File: config.mk
export PLATFORM = sky130hd
export DESIGN_NAME = command_line_tokenizer
export DESIGN_NICKNAME = d
export VERILOG_FILES = /design/src/sv/clt_pkg.sv /design/src/sv/command_line_tokenizer.sv /design/src/sv/clt_step.sv
export SDC_FILE = /design/constraint.sdc
export NUM_CORES = 1
export LEC_CHECK = 0
export ABC_CLOCK_PERIOD_IN_PS = 5900
export BUFFER_PORTS_ARGS = -buffer_cell sky130_fd_sc_hd__buf_2
export CORE_ASPECT_RATIO = 0.75
export CORE_UTILIZATION = 60
export CTS_CLUSTER_DIAMETER = 80
export DETAILED_ROUTE_END_ITERATION = 8
export HOLD_SLACK_MARGIN = 0.15
export MAX_ROUTING_LAYER = met4
export PLACE_DENSITY = 0.79
export SYNTH_ARGS = -nofsm -noshare
export SYNTH_HDL_FRONTEND = slang
export SYNTH_SLANG_ARGS = --single-unit
export TNS_END_PERCENT = 5
File: constraint.sdc
create_clock -name clk -period 5.9 [get_ports clk]
set_input_delay 0.885 -clock clk [delete_from_list [all_inputs] [get_ports clk]]
set_output_delay 0.885 -clock clk [all_outputs]
set_load 0.1 [all_outputs]
File: src/sv/clt_pkg.sv
// ----------------------------------------------------------------------------
// clt_pkg: shared types and constants of the command line tokenizer
// Character codes, the one-hot tokenizer mode, the state record and the
// result record that travel between the step logic and the top level.
// ----------------------------------------------------------------------------
package clt_pkg;

    localparam logic [7:0] CH_NUL   = 8'h00;
    localparam logic [7:0] CH_SPACE = 8'h20;
    localparam logic [7:0] CH_TAB   = 8'h09;
    localparam logic [7:0] CH_CR    = 8'h0D;
    localparam logic [7:0] CH_LT    = 8'h3C;
    localparam logic [7:0] CH_GT    = 8'h3E;
    localparam logic [7:0] CH_STAR  = 8'h2A;
    localparam logic [7:0] CH_QMARK = 8'h3F;
    localparam logic [7:0] CH_SQ    = 8'h27;
    localparam logic [7:0] CH_DQ    = 8'h22;

    localparam logic       KIND_CHAR   = 1'b0;
    localparam logic       KIND_MARKER = 1'b1;

    localparam logic [1:0] REDIR_NONE   = 2'd0;
    localparam logic [1:0] REDIR_INPUT  = 2'd1;
    localparam logic [1:0] REDIR_OUTPUT = 2'd2;
    localparam logic [1:0] REDIR_APPEND = 2'd3;

    typedef enum logic [4:0] {
        MODE_LEAD  = 5'b00001,
        MODE_GT    = 5'b00010,
        MODE_REDIR = 5'b00100,
        MODE_WORD  = 5'b01000,
        MODE_QUOTE = 5'b10000
    } clt_mode_t;

    typedef struct packed {
        clt_mode_t  mode;
        logic       quote_is_double;
        logic [1:0] redirect_kind;
        logic       wild_seen;
        logic       word_nonempty;
    } clt_state_t;

    localparam clt_state_t STATE_RESET = '{
        mode:            MODE_LEAD,
        quote_is_double: 1'b0,
        redirect_kind:   REDIR_NONE,
        wild_seen:       1'b0,
        word_nonempty:   1'b0
    };

    typedef struct packed {
        logic       kind;
        logic [7:0] out_char;
        logic [1:0] redirect;
        logic       wild;
    } clt_result_t;

    typedef struct packed {
        logic        valid;
        clt_result_t res;
        clt_state_t  state;
    } clt_step_t;

    function automatic logic is_blank(input logic [7:0] c);
        return (c == CH_SPACE) || ((c >= CH_TAB) && (c <= CH_CR));
    endfunction

endpackage

File: src/sv/command_line_tokenizer.sv
// ----------------------------------------------------------------------------
// command_line_tokenizer: byte-serial command line word splitter
// Splits a command line into word bytes and end-of-word markers that carry
// the redirection kind and the wildcard flag.
// ----------------------------------------------------------------------------
// Usage:
//   Slave channel s_*: one command line byte per transfer in s_tdata; byte 0
//   ends the line and returns the tokenizer to its start state.
//   Master channel m_*: m_tuser is 0 for a word byte (m_tdata[7:0]) and 1 for
//   an end-of-word marker (redirect in m_tdata[9:8], wildcard in m_tdata[10]).
//   A byte gives zero or one result; a separator gives one only when it ends a
//   non-empty word, and opening or closing quotes and redirection marks outside a word give none.
//   Throughput: one byte per cycle while s_tready is high, that is while the skid entry is empty.
//   A result goes to the output entry, or to the skid entry if the output entry still holds one.
//   A two-entry output register pair (output plus skid) decouples the sides:
//   s_tready depends only on the skid entry, so bytes keep flowing while one
//   result waits; with the receiver stalled, s_tready drops once both
//   entries hold results and rises in the cycle after the receiver takes one.
//   Reset clears the tokenizer state and empties both output entries.
// ----------------------------------------------------------------------------
module command_line_tokenizer (
    input  logic        clk,
    input  logic        rst_n,
    input  logic        s_tvalid,
    output logic        s_tready,
    input  logic [7:0]  s_tdata,   // [7:0] ch
    output logic        m_tvalid,
    input  logic        m_tready,
    output logic [15:0] m_tdata,   // [7:0] out_char, [9:8] redirect, [10] wild
    output logic [0:0]  m_tuser    // [0] kind
);
    import clt_pkg::*;

    clt_state_t  state_reg, state_next;
    clt_step_t   step;
    clt_result_t out_reg, out_next;
    clt_result_t skid_reg, skid_next;
    logic        out_valid_reg, out_valid_next;
    logic        skid_valid_reg, skid_valid_next;
    logic        accept;
    logic        pop;
    logic        push;

    clt_step u_step (
        .state (state_reg),
        .ch    (s_tdata),
        .step  (step)
    );

    assign s_tready = !skid_valid_reg;
    assign accept   = s_tvalid && s_tready;
    assign pop      = out_valid_reg && m_tready;
    assign push     = accept && step.valid;

    assign m_tvalid = out_valid_reg;
    assign m_tuser  = out_reg.kind;
    assign m_tdata  = {5'b0, out_reg.wild, out_reg.redirect, out_reg.out_char};

    always_comb
    begin
        state_next      = accept ? step.state : state_reg;
        out_next        = out_reg;
        skid_next       = skid_reg;
        out_valid_next  = out_valid_reg;
        skid_valid_next = skid_valid_reg;
        if (skid_valid_reg)
        begin
            if (pop)
            begin
                out_next        = skid_reg;
                skid_valid_next = 1'b0;
            end
        end
        else if (push)
        begin
            if (!out_valid_reg || pop)
            begin
                out_next       = step.res;
                out_valid_next = 1'b1;
            end
            else
            begin
                skid_next       = step.res;
                skid_valid_next = 1'b1;
            end
        end
        else if (pop)
            out_valid_next = 1'b0;
    end

    always_ff @(posedge clk or negedge rst_n)
    begin
        if (!rst_n)
        begin
            state_reg      <= STATE_RESET;
            out_valid_reg  <= 1'b0;
            skid_valid_reg <= 1'b0;
        end
        else
        begin
            state_reg      <= state_next;
            out_valid_reg  <= out_valid_next;
            skid_valid_reg <= skid_valid_next;
        end
    end

    always_ff @(posedge clk)
    begin
        out_reg  <= out_next;
        skid_reg <= skid_next;
    end

    assert property (@(posedge clk) disable iff (!rst_n)
        skid_valid_reg |-> out_valid_reg)
        else $error("skid entry holds a result while the output entry is empty");

    assert property (@(posedge clk) disable iff (!rst_n)
        (out_valid_reg && (out_reg.kind == KIND_MARKER)) |-> (out_reg.out_char == 8'd0))
        else $error("end-of-word marker carries a character");

    assert property (@(posedge clk) disable iff (!rst_n)
        (out_valid_reg && (out_reg.kind == KIND_CHAR))
            |-> ((out_reg.redirect == REDIR_NONE) && !out_reg.wild))
        else $error("word character carries marker fields");

    assert property (@(posedge clk) disable iff (!rst_n)
        (accept && (s_tdata == CH_NUL)) |=> (state_reg == STATE_RESET))
        else $error("end of line did not return the tokenizer to its start state");

endmodule

File: src/sv/clt_step.sv
// ----------------------------------------------------------------------------
// clt_step: next-state and result logic of the command line tokenizer
// Takes the current tokenizer state and one byte and gives the next state
// and at most one result, in a single combinational pass.
// ----------------------------------------------------------------------------
module clt_step (
    input  clt_pkg::clt_state_t state,
    input  logic [7:0]          ch,
    output clt_pkg::clt_step_t  step
);
    import clt_pkg::*;

    function automatic clt_step_t word_byte(input clt_state_t s, input logic [7:0] c);
        clt_step_t r;
        r       = '0;
        r.state = s;
        if ((c == CH_SQ) || (c == CH_DQ))
        begin
            r.state.quote_is_double = (c == CH_DQ);
            r.state.mode            = MODE_QUOTE;
        end
        else
        begin
            if ((c == CH_STAR) || (c == CH_QMARK))
                r.state.wild_seen = 1'b1;
            r.state.word_nonempty = 1'b1;
            r.valid               = 1'b1;
            r.res.kind            = KIND_CHAR;
            r.res.out_char        = c;
        end
        return r;
    endfunction

    function automatic clt_step_t start_word(input clt_state_t s, input logic [7:0] c);
        clt_state_t t;
        t                 = s;
        t.mode            = MODE_WORD;
        t.wild_seen       = 1'b0;
        t.word_nonempty   = 1'b0;
        t.quote_is_double = 1'b0;
        return word_byte(t, c);
    endfunction

    clt_result_t marker;
    logic        blank;

    assign blank = is_blank(ch);

    always_comb
    begin
        marker          = '0;
        marker.kind     = KIND_MARKER;
        marker.redirect = state.redirect_kind;
        marker.wild     = state.wild_seen;

        step       = '0;
        step.state = state;
        if (ch == CH_NUL)
        begin
            step.valid = ((state.mode == MODE_WORD) || (state.mode == MODE_QUOTE))
                         && state.word_nonempty;
            step.res   = marker;
            step.state = STATE_RESET;
        end
        else
        begin
            unique case (state.mode)
                MODE_GT:
                begin
                    if (ch == CH_GT)
                    begin
                        step.state.redirect_kind = REDIR_APPEND;
                        step.state.mode          = MODE_REDIR;
                    end
                    else if (blank)
                        step.state.mode = MODE_REDIR;
                    else
                        step = start_word(state, ch);
                end
                MODE_REDIR:
                begin
                    if (!blank)
                        step = start_word(state, ch);
                end
                MODE_WORD:
                begin
                    if (blank)
                    begin
                        step.valid = state.word_nonempty;
                        step.res   = marker;
                        step.state = STATE_RESET;
                    end
                    else
                        step = word_byte(state, ch);
                end
                MODE_QUOTE:
                begin
                    if (ch == (state.quote_is_double ? CH_DQ : CH_SQ))
                        step.state.mode = MODE_WORD;
                    else
                    begin
                        step.state.word_nonempty = 1'b1;
                        step.valid               = 1'b1;
                        step.res.kind            = KIND_CHAR;
                        step.res.out_char        = ch;
                    end
                end
                default:
                begin
                    if (blank)
                        step.state.mode = MODE_LEAD;
                    else if (ch == CH_LT)
                    begin
                        step.state.redirect_kind = REDIR_INPUT;
                        step.state.mode          = MODE_REDIR;
                    end
                    else if (ch == CH_GT)
                    begin
                        step.state.redirect_kind = REDIR_OUTPUT;
                        step.state.mode          = MODE_GT;
                    end
                    else
                    begin
                        step = start_word(state, ch);
                        step.state.redirect_kind = REDIR_NONE;
                    end
                end
            endcase
        end
    end

endmodule

[Yosys cells after proc, flatten, opt, wreduce, memory -nomap -nowiden]
Index checks and enable logic that the tools add are counted.
Word-level totals
  register bits after elaboration: 36
  latch bits: 0
  RAM bits: 0
  memory bits (read-only): 0
  input port bits: 12
  word-level logic and storage cells: 127
  memories: 0
Cells by class
  $add $sub $neg: 0
  $mul: 0
  div/mod/pow operators: 0
  magnitude comparators: 2
  eq/ne operators: 33
  shifts and indexed selects: 0
  multiplexer cells: 51
  bitwise operators: 2
  reduce and logical (&&, ||, !) cells: 24
Operators by type and width (number)
  2-to-1 mux 23 bit: 3
  2-to-1 mux 13 bit: 5
  == test 8 x 6 -> 1 bit (second input constant): 7
  2-to-1 mux 12 bit: 4
  2-to-1 mux 5 bit: 8
  one-hot mux 10 bit (4 select lines): 1
  2-to-1 mux 10 bit: 2
  one-hot mux 5 bit (4 select lines): 1
  AND reduction 9 bit: 2
  2-to-1 mux 2 bit: 8
  inequality test 4 x 2 -> 1 bit (second input constant): 4
  one-hot mux 4 bit (4 select lines): 1
  2-to-1 mux 1 bit: 13
  2-to-1 mux 6 bit: 2
  one-hot mux 3 bit (4 select lines): 1
  AND reduction 10 bit: 1
  inequality test 3 x 2 -> 1 bit (second input constant): 3
  inequality test 3 bit (second input constant): 3
  AND reduction 3 bit: 3
  == test 8 bit: 1
  >= comparator 8 x 4 -> 1 bit (second input constant): 1
  less-or-equal comparator 8 x 4 -> 1 bit (second input constant): 1
  logical NOT 8 bit: 1
  inequality test 2 x 1 -> 1 bit (second input constant): 4
  other kinds (18): 32

[Depth between registers and ports, before layout]
  depth in word-level cells: 12
  depth in mapped cells: 8
  gate-level depth less buffers: 6

[By module]
From an unflattened synthesis, not the netlist that was laid out.
Second synthesis, totals
  cells, all modules: 218
  area total of the unflattened synthesis: 2337.2 um^2
Modules (own cells, without submodules)
  command_line_tokenizer: times used 1, cells an instance 79, area each 1466.4 um^2
  clt_step: times used 1, cells an instance 139, area each 870.8 um^2

[Least setup slack after synthesis]
No wires, ideal clock.
  path kind: input -> register
  start: input port s_tdata[2]
  end: register skid_reg[0] (netlist name), enable pin
  library setup time: 0.399 ns
  data arrival time: 3.168 ns
  required time: 5.501 ns
  path slack: 2.333 ns
  cell stages on the path: 7
  cell sequence: clkbuf_1 > and4b_1 > o21ai_0 > a31oi_1 > o21ai_0 > o211ai_1 > nor3b_1
On the way
  longest elaborated chain between the ends: 10
  elaborated cells on any way between the ends: 25
  classes of those cells: 2 x order compare; 6 x eq/ne; 11 x mux; 6 x reduce/logical
RTL lines
  from (decl): RTL line command_line_tokenizer.sv:26  | input logic [7:0] s_tdata,
  branches (longest 7 deep; another with >= comparator 8 x 4 -> 1 bit)
  2-to-1 mux 23 bit (*): RTL line clt_step.sv:58  | if (ch == CH_NUL)
  logical AND 1 bit (*): RTL line command_line_tokenizer.sv:53  | assign push = accept && step.valid;
  AND reduction 3 bit (no line) (*)
  to (signal assigned): RTL line command_line_tokenizer.sv:110  | skid_reg <= skid_next;
  to (decl): RTL line command_line_tokenizer.sv:37  | clt_result_t skid_reg, skid_next;
Mark *: on every way between the ends. The select of a mux whose other input is x is not followed.
A chain may end at the register's enable or synchronous reset.

[Final worst setup path]
  start: register state_reg[7] (netlist name)
  end: register out_reg, in the netlist m_tdata[10], enable pin
On the way
  longest elaborated chain between the ends: 7
  elaborated cells on any way between the ends: 11
  classes of those cells: 4 x eq/ne; 2 x mux; 5 x reduce/logical
RTL lines
  from (decl): RTL line command_line_tokenizer.sv:34  | clt_state_t state_reg, state_next;
  from (signal assigned): RTL line command_line_tokenizer.sv:101  | state_reg <= state_next;
  branches (longest 3 deep; another with one-hot mux 10 bit (4 select lines))
  2-to-1 mux 23 bit (*): RTL line clt_step.sv:58
  logical AND 1 bit (*): RTL line command_line_tokenizer.sv:53
  nonzero test 2 bit (no line) (*)
  AND reduction 3 bit (no line) (*)
  to (signal assigned): RTL line command_line_tokenizer.sv:109  | out_reg <= out_next;
  to (decl): RTL line command_line_tokenizer.sv:36  | clt_result_t out_reg, out_next;
Mark *: on every way between the ends.

==> results by group <==
Timing
  – Worst slew margin: 0.170
  – Tmin final: ~3700 ps
  – Setup TNS: 0 ps
  – Max Clock Freq: 274 MHz
  – Fin crit share: 0.619
  – Setup-failing EPs final: 0
  – Slew Limit Fails: 0
  – Hold slack: approximately 470 ps
  – Worst-Margin Slew: between 1000 and 1500 ps
  – Hold Vio Cnt, Final: 0
  – Clock skew: roughly 7 ps
  – RSZ-0062 raised after global routing: no

Global route
  – Gr busiest metal: met2
  – Routing usage on met2: 0.413
  – First-pass GRT wire length: about 7.9 mm
  – Largest net degree at the start of global routing: 17
  – Vias in the first global route: 1,568
  – Gr usage total: 0.281
  – GRT met3 Usage: 0.0571
  – GR Layer Usage met1: 0.392
  – Initial antenna violation count: 0
  – Total gr overflow: 0

Routing
  – DRC Markers: 0
  – Via Count: 1,730
  – Wire per inst: around 18 um
  – Initial DRC count: ~140
  – First-pass iteration count of the detailed router: 4
  – Routed vias/inst: 6.22
  – Total Routed Length: around 4.9 mm
  – Antenna Nets Post-Route: 0

Synth
  – Post-synthesis adder-cell area fraction: 0
  – Post-synthesis cell count: around 210
  – Largest family of logic cells by synthesized area: simple AND/OR/NAND/NOR gates
  – Synth Area in Compound Gates: 0.155
  – Synth top area share: 0.325
  – Ys async rst share: 0.333
  – Top cells by count, synth: 24 x edfxtp_1, 18 x mux2_2, 16 x nor2_1
  – Dominant cell type by area after synthesis: edfxtp_1
  – Distinct cells, synth: 57
  – Top FF cell, synth: edfxtp_1
  – Sequential area share after synthesis: 0.461
  – Fraction of the mapped netlist area in simple logic gates: 0.203
  – Syn Std Cell Area: between 2000 and 2500 um2
  – Xor and xnor fraction of the mapped netlist area: 0.0158
  – Count leader, synth: edfxtp_1
  – Post-Syn Area per Cell: roughly 11 um2
  – Top post-synthesis cells by area: edfxtp_1 33%, dfrtp_1 12%, mux2_2 9.1%
  – Synthesis Warnings: 0
  – Post-synthesis mux area share: 0.0959
  – EDFF count, synth: 24
  – #FFs+latches synth: 36

Worst setup path
  – CP arrival: about 3600 ps
  – CP Class: flop to flop
  – Required @ worst endpoint: 5800 ps
  – Crit Path Max Fanout: 12
  – Setup crit start kind: flop
  – CP Capture Type: flop

Final layout
  – Ant. Diodes: 0
  – Share of cells above drive strength 1: 0.311
  – Largest register FFs: 12
  – Design area: 2410 um2
  – Final net count: 239
  – P&R area growth vs syn: 8.58%

Clock tree
  – Hold buffers post-CTS: 0
  – Htree depth: 2
  – CTS max path bufs: 2
  – CTS buffer count: 5
  – CTS tree: yes
  – CTS Sinks: 36
  – Root buf cell: clkbuf_8
  – Setup bufs post-CTS: 0
  – Clock-pin slew on the worst setup and hold paths: about 70 ps
  – Clock Latency Late Sink: 290 ps
  – PostCTS Resize Cnt: 0

Placement
  – Port Buf Inserts: 25
  – Placer Congestion: approximately 0.98
  – Hpwl dp: 3.56 mm
  – Placed Instance Area: between 2000 and 2500 um2

Run status
  – Status: finished, final reports clean

Power
  – Worst VDD drop: between 150 and 200 uV
  – Power density cells: about 220 nW/um2
  – Pleak: 0.946 nW

Floorplan
  – Initial Util: 0.652
  – Die height: about 55 um
  – Row count: 18
  – Die width: a little over 70 um
  – Die ar.: 3940 um2
  – IO Count: 31
  – Core area: 3400 um2

Hold path
  – Hold Path Class: input port to asynchronous set/reset pin

Flow run
  – Max-cap violation count: 0
## layout make-up
class | instances | area, um2
multi-input combinational | 152 | 1060
sequential | 36 | 1020
fill | 269 | 993
timing repair buffer | 26 | 133
clock buffer | 6 | 72.6
tap | 50 | 62.6
clock inverter | 2 | 35.0
inverter | 6 | 22.5
## cells by family (layout without fill, tap and decap cells)
group                  Yosys count  after routing
flip-flops                      36             36
AO/OA/AOI/OAI                   49             49
other                            1              5
multiplexers                    19             19
AND/OR/NAND/NOR                 75             75
buffers and inverters           24             40
XOR/XNOR                         4              4
## critical path, cell delays in order (launching register included)
cell      delay (ps)
dfrtp_1          500
or4b_2           700
o311a_1          160
or2_2            310
o21ai_0          270
o211ai_1         280
a21oi_1         1040
## worst paths after layout
check,startpoint,to,slack (ps),cells after the start
worst max-delay path,state_reg[7],m_tdata[10],2250,6
worst min-delay path,rst_n,state_reg[1],470,1
worst max register to register,state_reg[7],m_tdata[10],2250,6
worst min register to register,state_reg[2],state_reg[2],520,1
max in group asynchronous,rst_n,state_reg[5],5140,1
min in group clk,state_reg[2],state_reg[2],520,1
## layout by cell type (no fill, tap or decap), drive strengths merged, types with 2 or more instances in the layout
cell type	count
clkbuf	6
o41ai	2
and2	4
or4b	4
and3b	2
o31ai	4
inv	6
or2	2
conb	5
or4	2
and2b	2
a21o	2
and3	9
nor3	4
xnor2	3
mux2	18
edfxtp	24
nor2	16
o22ai	4
o21ai	13
or3	2
buf	26
nor4	3
nand2	10
o32ai	2
nor3b	4
dfrtp	11
o221ai	2
a21oi	11
nand3	5
## per-stage QoR
stage / cells / util / power (mW) / worst slack [ps]
after floorplan: 212 / - / 0.305 / 2330
after global placement: 270 / 0.676 / 0.311 / 2220
after detailed placement: 270 / 0.676 / 0.312 / 2040
after CTS: 278 / 0.708 / 0.523 / 2250
after global routing: 278 / 0.708 / 0.532 / 1940
final: 278 / 0.708 / 0.519 / 2250
## where the power goes
part | total (mW) | leakage, nW | internal [mW] | switching, mW
sequential | 0.268 | 0.368 | 0.268 | 0
clock | 0.211 | 0.0552 | 0.125 | 0.0858
combinational | 0.0403 | 0.522 | 0.00875 | 0.0315
total | 0.519 | 0.946 | 0.402 | 0.117
## metal layers
metal / wire [um] / vias up
li1: - / 818
met1: 2340 / 825
met2: 2220 / 81
met3: 342 / 6
met4: 36 / 0
met5: 0 / -
Power figures use the tool's default switching activity.
